File: src/cts_ram.sv
// ----------------------------------------------------------------------------
// cts_ram: generic single-port-write, single-port-read RAM
// One write and one registered read per cycle.
// ----------------------------------------------------------------------------
module cts_ram #(
	parameter int WIDTH = 32,
	parameter int DEPTH = 32
) (
	input  logic                     clk,
	input  logic                     wr_en,
	input  logic [$clog2(DEPTH)-1:0] wr_addr,
	input  logic [WIDTH-1:0]         wr_data,
	input  logic [$clog2(DEPTH)-1:0] rd_addr,
	output logic [WIDTH-1:0]         rd_data
);

	logic [WIDTH-1:0] mem_q [DEPTH];

	always_ff @(posedge clk) begin
		if (wr_en) begin
			mem_q[wr_addr] <= wr_data;
		end
		rd_data <= mem_q[rd_addr];
	end

endmodule

File: config.mk
export PLATFORM = sky130hd
export DESIGN_NAME = cts_ram
export DESIGN_NICKNAME = d
export VERILOG_FILES = /design/src/cts_ram.sv
export SDC_FILE = /design/constraint.sdc
export NUM_CORES = 1
export LEC_CHECK = 0
export BUFFER_PORTS_ARGS = -buffer_cell sky130_fd_sc_hd__buf_4
export CAP_MARGIN = 10
export CORE_ASPECT_RATIO = 1.25
export CORE_MARGIN = 8
export CORE_UTILIZATION = 54
export CTS_BUF_LIST = sky130_fd_sc_hd__clkbuf_16
export CTS_CLUSTER_DIAMETER = 120
export CTS_CLUSTER_SIZE = 12
export DETAILED_ROUTE_END_ITERATION = 10
export HOLD_SLACK_MARGIN = 0.12
export PLACE_DENSITY = 0.78
export SETUP_SLACK_MARGIN = 0.5
export SYNTH_ARGS = -nofsm -noshare
export SYNTH_HDL_FRONTEND = slang
export SYNTH_SLANG_ARGS = --single-unit
File: constraint.sdc
create_clock -name clk -period 2.75 [get_ports clk]
set_input_delay 0.55 -clock clk [delete_from_list [all_inputs] [get_ports clk]]
set_output_delay 0.55 -clock clk [all_outputs]
set_load 0.01 [all_outputs]
## After elaboration in Yosys (flattened, before gate mapping)

Memory sizes are Yosys's and may differ from the RTL's. A register that Yosys moved wholly into a read port is not among the register bits.
Index checks and enable logic that the tools add are counted.

- Flip-flop bits (word level): 0
- Bits in latches: 0
- Memory bits (writable): 1024
- ROM bits: 0
- Bits of input ports: 44
- Word-level logic and storage cells: 3
- Memories kept: 1

- Add/subtract/negate cells: 0
- Multipliers: 0
- Div/mod/pow operators: 0
- Magnitude comparators: 0
- Eq/ne operators: 0
- Shift operators: 0
- Mux-type cells: 2
- Bitwise gates (word level): 0
- Reduce and logical (&&, ||, !) cells: 0

Memories:

| memory | depth | width | read ports | clocked after Yosys merged registers in | write ports | RTL line | RTL |
|---|---|---|---|---|---|---|---|
| mem_q | 32 | 32 | 1 | 1 | 1 | 17 | `logic [WIDTH-1:0] mem_q [DEPTH];` |

Operators by type and width:

| cell | number |
|---|---|
| $mux W1 | 2 |

## Depth between registers and ports, before layout

- Depth after elaboration: 2
- Mapped depth: 8
- Mapped depth without buffers: 5

## Worst setup path before layout

Ideal clock, no wire load.

- Path kind: input port to flip-flop
- From: input wr_addr[1]
- To: memory mem_q[12][0] (enable)
- Library setup time: 421 ps
- Data arrival time: 2563 ps
- Slack: -234 ps
- Stages on the path: 3
- Path buffers: 1
- Cells stage by stage: or3b_2 clkbuf_1 nor2_1

RTL lines:

| what | RTL line | RTL |
|---|---|---|
| start, declared | 11 | `input logic [$clog2(DEPTH)-1:0] wr_addr,` |
| end, declared | 17 |  |

No word-level cell before the write port.

## Worst setup path in the final report

- From: register rd_data[14] (read register of mem_q)
- To: output rd_data[14]

RTL lines:

| what | RTL line | RTL |
|---|---|---|
| start, declared | 14 | `output logic [WIDTH-1:0] rd_data` |

No word-level cell between the ends.

==> results.tsv <==
metric	value	unit
status	finished, final reports clean	
power.switching	6.78	mW
wl_per_cell	27.7	um
cp.required	2200	ps
path_buf_inv	1	
drc	0	
synth_seq_cells	1056	
die_area	84000	um2
synth.top_cell.area_share	76.0	%
placed_area	43200	um2
synth_commonest_cells	1,024 x edfxtp_1, 512 x mux2i_1, 98 x nand2_1, 98 x nand3_1	
hold_viol_final	0	
routabilityCongestion	0.820	
max_clock_freq	537	MHz
worst_path_max_delay_cell	dfxtp_1	
cp_top_family	flip-flops	
yosysMostFrequentCell	edfxtp_1	
route.antenna.remaining_nets	0	
synth_edf_count	1024	
path_class	flip-flop to output pin	
internal_power	25.0	mW
yosys.area.top_type	edfxtp_1	
syn_area_per_cell	17.9	um2
slew_headroom	56.4	%
grt_max_degree	84	
h-tree-depth	3	
cts-hold-fix-buffers	0	
io_buffers	75	
grt_use_total	22.7	%
pre_cts_slack	357	ps
pwr-share-clk	37.9	%
syn_inst	2260	
grt_pass1_wl	141000	um
cts_resized	0	
grt-ovfl-total	0	
start_util	54.4	%
async_reset_ff_share	0	%
die_x	261	um
cp-start-kind	flip-flop	
grt_pass1_vias	22300	
die_y	322	um
rsz0062_at_grt	no	
fin_worst_skew	28.2	ps
switching_share	21.3	%
cts_made_buffers	97	
period_share	67.7	%
cts_tree	done	
netlist_area	40500	um2
clk_pin_slew	60	ps
area_growth	13.7	%
num_vias	21700	
clk_root_buffer_cell	clkbuf_16	
synth.distinct_cells	25	
cp_max_fo	1	
crit_path_end_kind	output pin	
core_area	74400	um2
worst_slack	887	ps
cts.sinks	1056	
ys_seq_area_share	77.5	%
via_per_inst	6.27	
row_count	112	
synth.area.top_cells	edfxtp_1 76%, mux2i_1 13%, a22oi_1 1.8%, dfxtp_1 1.6%, a22o_1 1.4%	
yosys_warnings	0	
ir_worst_vdd	0.538	mV
worst_slew_pin_slew	654	ps
pwr-share-seq	56.5	%
first_pass_iters	5	
arrival	1310	ps
power_density	691	nW/um2
max_stage_delay	470	ps
stdcell_area	46000	um2
synth_ff_type	edfxtp_1	
drv_slew	0	
synth_nets	2304	
fill_cells	4874	
layout.cells.non_filler	3467	
clk-insertion-delay-late	670	ps
worstPathCellList	buf_4	
place_inst	3286	
dpl.hpwl	52600	um
leakage	16.3	nW
drive_above_1_share	13.3	%
fin_tns_setup	0	ps
pwr-share-comb	5.6	%
min_period	1860	ps
routed_wl	96100	um
io_pins	76	
nets	2460	
cts_setup_buffers	0	
min_path_type	input pin to flip-flop	
max_cap_violations	0	
drt_iter0_drc	2110	
finalSetupViolCount	0	
ctsLongestPathBuffers	3	
antenna_found_initial	1	
finish.utilization	61.9	%
==> routing by layer <==
layer / track usage [%] / part of all wire [%] / up-vias
li1: - / - / 9290
met1: 27.8 / 36 / 11100
met2: 39.3 / 51 / 1120
met3: 3.88 / 8.2 / 226
met4: 10.0 / 4.3 / 0
met5: 0 / 0 / -
==> state kept, by name (all words and copies together) (netlist names) <==
register,count
rd_data,32
mem_q,1024
==> worst paths after layout <==
kind | start | endpoint | slack [ps] | cells past startpoint
min | wr_data[16] | mem_q[20][16] | 290 | 1
max reg2reg | mem_q[6][1] | rd_data[1] | 1240 | 5
max | rd_data[14] | rd_data[14] | 890 | 1
min reg2reg | mem_q[26][19] | rd_data[19] | 590 | 4
==> area by class of cell <==
cell class / count / area (um2) / share of cell area [%]
Sequential cell: 1056 / 31400 / 68.2
Timing Repair Buffer: 184 / 1980 / 4.30
Antenna cell: 1 / 2.50 / 0.00544
Tap cell: 969 / 1210 / 2.63
Multi-Input combinational cell: 1077 / 8610 / 18.7
Clock inverter: 81 / 355 / 0.772
Clock buffer: 99 / 2480 / 5.38
==> logic make-up (layout without fill, tap and decap cells) <==
logic type,count (synthesis),after routing,share of synthesized area (%)
AOI/OAI and AO/OA,288,288,4.85
buffers and inverters,127,364,1.86
DFF,1056,1056,77.5
muxes,512,512,12.7
other,0,1,0
and+or+nand+nor,277,277,3.10
==> through the flow <==
step,total power [mW],hold slack [ps]
floorplan,19.2,553
global placement,20.0,578
detailed placement,20.1,585
CTS,31.9,257
global route,32.7,279
finish,31.8,291
==> layout by cell type, fill, tap and decap left out, drive strengths merged, types with 5 or more instances in the layout <==
master / Yosys / final
nand3b: 5 / 5
inv: 0 / 79
a22oi: 96 / 96
nor2: 34 / 34
a31oi: 32 / 32
clkbuf: 48 / 99
buf: 79 / 184
nor3: 32 / 32
edfxtp: 1024 / 1024
mux2i: 512 / 512
nand2: 98 / 98
dfxtp: 32 / 32
nand3: 98 / 98
a21oi: 96 / 96
a22o: 64 / 64
==> power by group through the flow <==
stage	Sequential [mW]	Combinational [mW]	Clock (mW)
2_1_floorplan	18.3	0.931	0
3_3_place_gp	18.3	1.70	0
3_5_place_dp	18.3	1.76	0
4_1_cts	18.0	1.77	12.1
5_1_grt	18.0	1.88	12.8
6_report	18.0	1.78	12.0
Power figures use the tool's default switching activity.
