<file path="config.mk">
export PLATFORM = sky130hd
export DESIGN_NAME = cts_span_unit
export DESIGN_NICKNAME = d
export VERILOG_FILES = /design/src/cts_pkg.sv /design/src/cts_span_unit.sv
export SDC_FILE = /design/constraint.sdc
export NUM_CORES = 1
export LEC_CHECK = 0
export ABC_AREA = 1
export BUFFER_PORTS_ARGS = -buffer_cell sky130_fd_sc_hd__buf_2
export CAP_MARGIN = 20
export CORE_ASPECT_RATIO = 0.8
export CORE_MARGIN = 2
export CORE_UTILIZATION = 50
export DETAILED_ROUTE_END_ITERATION = 8
export PLACE_DENSITY = 0.88
export REMOVE_ABC_BUFFERS = 1
export SYNTH_ARGS = -nofsm -noshare
export SYNTH_HDL_FRONTEND = slang
export SYNTH_SLANG_ARGS = --single-unit
</file>
<file path="constraint.sdc">
create_clock -name clk -period 5.5 [get_ports clk]
set_input_delay 1.1 -clock clk [delete_from_list [all_inputs] [get_ports clk]]
set_output_delay 1.1 -clock clk [all_outputs]
set_load 0.02 [all_outputs]
</file>
<file path="src/cts_pkg.sv">
// ----------------------------------------------------------------------------
// cts_pkg: shared types and helpers for the circular tournament survivor block
// Widths of the beats rows and meet-table rows, the span-unit control group
// and the position-to-player wrap.
// ----------------------------------------------------------------------------
package cts_pkg;

	localparam int MAX_PLAYERS = 32;
	localparam int PLAYER_W    = 5;
	localparam int POS_W       = 6;
	localparam int ROW_W       = MAX_PLAYERS;
	localparam int TBL_W       = 2 * MAX_PLAYERS;
	localparam int TBL_DEPTH   = 2 * MAX_PLAYERS;

	typedef logic [ROW_W-1:0]    row_t;
	typedef logic [TBL_W-1:0]    tbl_t;
	typedef logic [POS_W-1:0]    pos_t;
	typedef logic [PLAYER_W-1:0] player_t;

	// control from the sequencer to the span unit
	typedef struct packed {
		logic cap_x;  // capture the row of the start player
		logic cap_w;  // build the combined winner mask
	} cts_span_ctl_t;

	// position on the unrolled circle to player index, pos < 2n
	function automatic player_t pos_mod(input pos_t pos, input pos_t n);
		pos_t d;
		d = (pos >= n) ? pos - n : pos;
		return d[PLAYER_W-1:0];
	endfunction

endpackage

</file>
<file path="src/cts_span_unit.sv">
// ----------------------------------------------------------------------------
// cts_span_unit: shared evaluation unit for one span of the interval table
// Builds the mask of split positions whose player is beaten by either end,
// replicated over the unrolled circle, and checks it against both table rows.
// ----------------------------------------------------------------------------
module cts_span_unit import cts_pkg::*; (
	input  logic          clk,
	input  cts_span_ctl_t ctl,
	input  row_t          beats_rd,
	input  pos_t          n,
	input  tbl_t          row_start,
	input  tbl_t          col_end,
	output logic          hit
);

	row_t bx_q;
	tbl_t win_q;
	tbl_t n_mask;
	row_t comb_row;
	tbl_t comb_wide;

	// bits at or beyond n are dropped, then the row is copied to positions n..2n-1
	assign n_mask    = ~({TBL_W{1'b1}} << n);
	assign comb_row  = (bx_q | beats_rd) & n_mask[ROW_W-1:0];
	assign comb_wide = {{(TBL_W-ROW_W){1'b0}}, comb_row};

	always_ff @(posedge clk) begin
		if (ctl.cap_x) begin
			bx_q <= beats_rd;
		end
		if (ctl.cap_w) begin
			win_q <= comb_wide | (comb_wide << n);
		end
	end

	assign hit = |(row_start & col_end & win_q);

endmodule

</file>
---- After elaboration in Yosys (flattened, before gate mapping) ----
Cells that the tools add are included.
operators by class
  shift-type cells ........................ 2
  bitwise logic cells ..................... 6
  reductions and logical operators ........ 1
operators with widths
  cell                                                number
  AND 64 bit                                          2
  bitwise OR 32 x 64 -> 64 bit                        1
  OR reduction 64 bit                                 1
  << shifter 32 x 6 -> 64 bit                         1
  << shifter 64 x 6 -> 32 bit (first input constant)  1
  AND 32 bit                                          1
  inverter 32 bit                                     1
  bitwise OR 32 bit                                   1
word-level totals
  bits in registers ....................... 96
  bits of input ports ..................... 169

---- Longest topological paths before layout ----
  depth after elaboration ................. 5
  depth in mapped cells ................... 13
  depth with buffers taken out ............ 12

---- Least setup slack after synthesis ----
No wires, ideal clock.
  path type ............................... input port to output port
  start point ............................. input port row_start[9]
  end point ............................... output port hit
  arrival time ............................ 1.770 ns
  data required time ...................... 4.400 ns
  setup slack ............................. 2.630 ns
  stages on the path ...................... 4
  buffers on the path ..................... 0
  cell sequence ........................... nand3_1 nand4_1 nor4_1 nand4_1
on the way
  word-level cells in the longest chain between the ends .. 3
RTL lines
  item                     line                 RTL
  start, declared          cts_span_unit.sv:11  input tbl_t row_start,
  AND 64 bit (2 in a row)  cts_span_unit.sv:36  assign hit = |(row_start & col_end & win_q);
  OR reduction 64 bit      cts_span_unit.sv:36
  end, declared            cts_span_unit.sv:13  output logic hit
No other way between the ends.

---- Final worst setup path ----
  start point ............................. input port n[1]
  end point ............................... register win_q[44] (data pin)
on the way
  word-level cells in the longest chain between the ends .. 5
RTL lines
  item                              line                 RTL
  start, declared                   cts_span_unit.sv:10  input pos_t n,
  << shifter 64 x 6 -> 32 bit       cts_span_unit.sv:23  assign n_mask = ~({TBL_W{1'b1}} << n);
  inverter 32 bit                   cts_span_unit.sv:23
  AND 32 bit                        cts_span_unit.sv:24  assign comb_row = (bx_q | beats_rd) & n_mask[ROW_W-1:0];
  << shifter 32 x 6 -> 64 bit (*)   cts_span_unit.sv:32  win_q <= comb_wide | (comb_wide << n);
  bitwise OR 32 x 64 -> 64 bit (*)  cts_span_unit.sv:32
  end signal, assigned              cts_span_unit.sv:32
  end, declared                     cts_span_unit.sv:17  tbl_t win_q;
Mark *: on every way between the ends. The rest lies on a longest branch, timed or not.
A chain may end at the register's enable or synchronous reset.

==> summary.md <==
| Metric | Value |
|---|---|
| Core Box Area | 12300 sq um |
| Critical Path RT | 5670 ps |
| Worst hold stages | 3 |
| Row cnt | 36 |
| FF-to-FF path depth | 11 |
| Final number of hold-violating endpoints | 0 |
| Period utilisation layout | 63.3% |
| Design area | 7460 sq um |
| Register area share after synthesis | 45.7% |
| Hpwl dp | 17600 um |
| CP max stage delay | 610 ps |
| Ratio of cells with drive above 1 in the final layout | 23.1% |
| Maxcap violations | 0 |
| Layout area overhead | 18.2% |
| Routability cong. | 1.02 |
| Die height | 105 um |
| TritonCTS Buffers | 9 |
| Clock skew | 10.2 ps |
| Power Dens Cells | 262 nW/um^2 |
| Crit path max fanout | 39 |
| First-pass GRT wire length | 34300 um |
| Final setup fails | 0 |
| Routing usage on met2 | 49.9% |
| Max-slew violations | 0 |
| Io pins | 170 |
| Reg-to-reg startpoint | bx_q[25] |
| Mean post-synth cell area | 7.76 sq um |
| Starting Density | 51.5% |
| Residual DRC | 0 |
| Min-delay worst type | flip-flop to flip-flop |
| Clock Tree Buf Depth | 2 |
| Met1 Track Usage GR | 47.6% |
| WHS Endpoint | win_q[1] |
| Avg WL per Cell | 20.3 um |
| Post-synth top area cell | edfxtp_1 |
| Layout fillers | 1147 |
| Total track usage | 34.0% |
| R2R setup slack | 3450 ps |
| Post-synthesis cell area | 6310 sq um |
| # hold bufs at CTS | 0 |
| Remaining Overflow, GRT | 0 |
| Post-synth top area share | 45.7% |
| Cts repair resizes | 0 |
| CTS root buf | clkbuf_16 |
| FF-to-FF End | win_q[58] |
| Critical Path, Cell by Cell | buf_2, inv_2, nand2_1, nand2_1, nand2_1, nand3_1, nand3_1, nand3_1, nand3_1, nand2_1, o21ai_0 |
| Ys async rst share | 0% |
| Post-synthesis register bit count | 96 |
| Worst vdd ir | 215 uV |
| Met3 usage | 11.3% |
| Number of global-route vias before repair | 6352 |
| DRT antenna net count | 0 |
| Initial antenna violation count | 0 |
| Most numerous cell in the Yosys netlist | nand3_1 |
| CP endpoint kind | flip-flop |
| GR peak layer | met2 |
| Total negative slack | 0 ps |
| RSZ-0062 raised after global routing | no |
| Vias | 6963 |
| Post-synth EDFFs | 96 |
| Slew margin rel. | 46.8% |
| Nets | 1121 |
| Most area-consuming cells after synthesis | edfxtp_1, nand3_1, nand2_1, nand4_1, or2_2 |
| CTS sink cnt | 96 |
| Fmax achieved | 287 MHz |
| Antenna cells | 0 |
| DR iter-0 viols | 1100 |
| Synth warn | 0 |
| Max stage delay cell, worst path | buf_2 |
| CTS tree | done |
| Outcome | complete, no violations |
| Die area | 13500 sq um |
| Startpoint type of the worst setup path | primary input |
| CP arrival | 3640 ps |
| CP Class | primary input to flip-flop |
| Gate Count Post-Synth | 814 |
| Setup repair bufs after CTS | 0 |
| PortBufs | 169 |
| Via/cell ratio | 6.17 |
| Clock Pin Slew Worst Setup and Hold Paths | 70 ps |
| Largest net degree at the start of global routing | 65 |
| Placed cell areas | 7190 sq um |
| Top cells by count, synth | nand3_1, nand2_1, edfxtp_1 |
| Least-Margin Pin Slew | 798 ps |
| Hold Path Origin | bx_q[1] |
| Chip width | 130 um |
| Synth cell types | 27 |
| H-Tree Depth | 3 |
| Leakage power | 3.31 nW |
| Clk_lat worst skew | 360 ps |
| Minimum clock period | 3480 ps |
| Predominant post-synthesis flop cell | edfxtp_1 |
| First-pass DRT Iterations | 8 |
| WL final | 22900 um |
## cell type report
cell class / instances / area (sq um) / share of cell area (%)
Multi-Input combinational cell: 657 / 3160 / 42.4
Sequential cell: 96 / 2880 / 38.6
Timing Repair Buffer: 172 / 868 / 11.6
Clock buffer: 10 / 229 / 3.07
Tap cell: 171 / 214 / 2.87
Inverter: 16 / 62.6 / 0.838
Clock inverter: 6 / 41.3 / 0.553
## sequential cells by signal (all words and copies together), names as in the netlist
name and cells:
bx_q 32, win_q 64
## layer usage
metal / wire length, um / vias to the layer above
li1: - / 3261
met1: 9320 / 3141
met2: 9700 / 510
met3: 3230 / 51
met4: 647 / 0
met5: 0 / -
## cells by family (layout without fill, tap and decap cells)
logic type / after synthesis / in the layout / synth area share (%)
simple gates: 612 / 612 / 45.9
flops: 96 / 96 / 45.7
buf+inv: 61 / 204 / 4.24
compound gates: 45 / 45 / 4.24
## where the power goes
part	internal, W	switching [W]	leakage (nW)
Sequential	0.000878	0.0000172	0.947
Clock	0.000309	0.000284	0.137
Combinational	0.000151	0.000319	2.22
Total	0.00134	0.000621	3.31
## stage by stage
stage          total power [W]  worst slack (ps)  cells  util (%)  hold WS [ps]
3_5_place_dp           0.00136              1820   1112      58.7           623
3_3_place_gp           0.00136              1750   1112      58.7           620
2_1_floorplan          0.00115              2630    769         -           592
5_1_grt                0.00204              1830   1128      60.9           667
6_report               0.00196              2020   1128      60.9           647
4_1_cts                0.00194              2190   1128      60.9           644
## worst max-delay path by stage
stage,start,to,slack (ps),cells after the start
global placement,n[1],win_q[38],1750,11
global route,n[1],win_q[52],1830,13
finish,n[1],win_q[44],2020,11
floorplan,row_start[9],hit,2630,4
CTS,n[1],win_q[58],2190,13
detailed placement,n[1],win_q[58],1820,13
## critical path: cells and delay by family
kind / cells / cell delay [ps]
compound gates: 1 / 270
simple gates: 8 / 1130
buf+inv: 2 / 1120
## layout by cell type, fill, tap and decap left out
master | Yosys | layout
inv_2 | 5 | 5
nand4_1 | 32 | 32
nand3_1 | 349 | 349
or2_2 | 19 | 19
buf_4 | 5 | 3
o21ai_0 | 19 | 19
a21oi_2 | 2 | 2
inv_6 | 0 | 3
clkbuf_16 | 0 | 9
clkinv_1 | 1 | 1
a21boi_1 | 4 | 4
nand2_2 | 3 | 3
inv_1 | 9 | 9
clkinv_2 | 0 | 3
nor4_1 | 4 | 4
a21oi_1 | 4 | 4
a31o_2 | 1 | 1
nor2_1 | 28 | 28
nor2_2 | 1 | 1
o211ai_1 | 3 | 3
inv_4 | 1 | 1
nand2_1 | 174 | 174
clkbuf_1 | 13 | 1
buf_2 | 8 | 169
nor2_4 | 2 | 2
o21ai_1 | 1 | 1
edfxtp_1 | 96 | 96
o22ai_1 | 11 | 11
No activity file was read; power rests on OpenSTA's default activity.
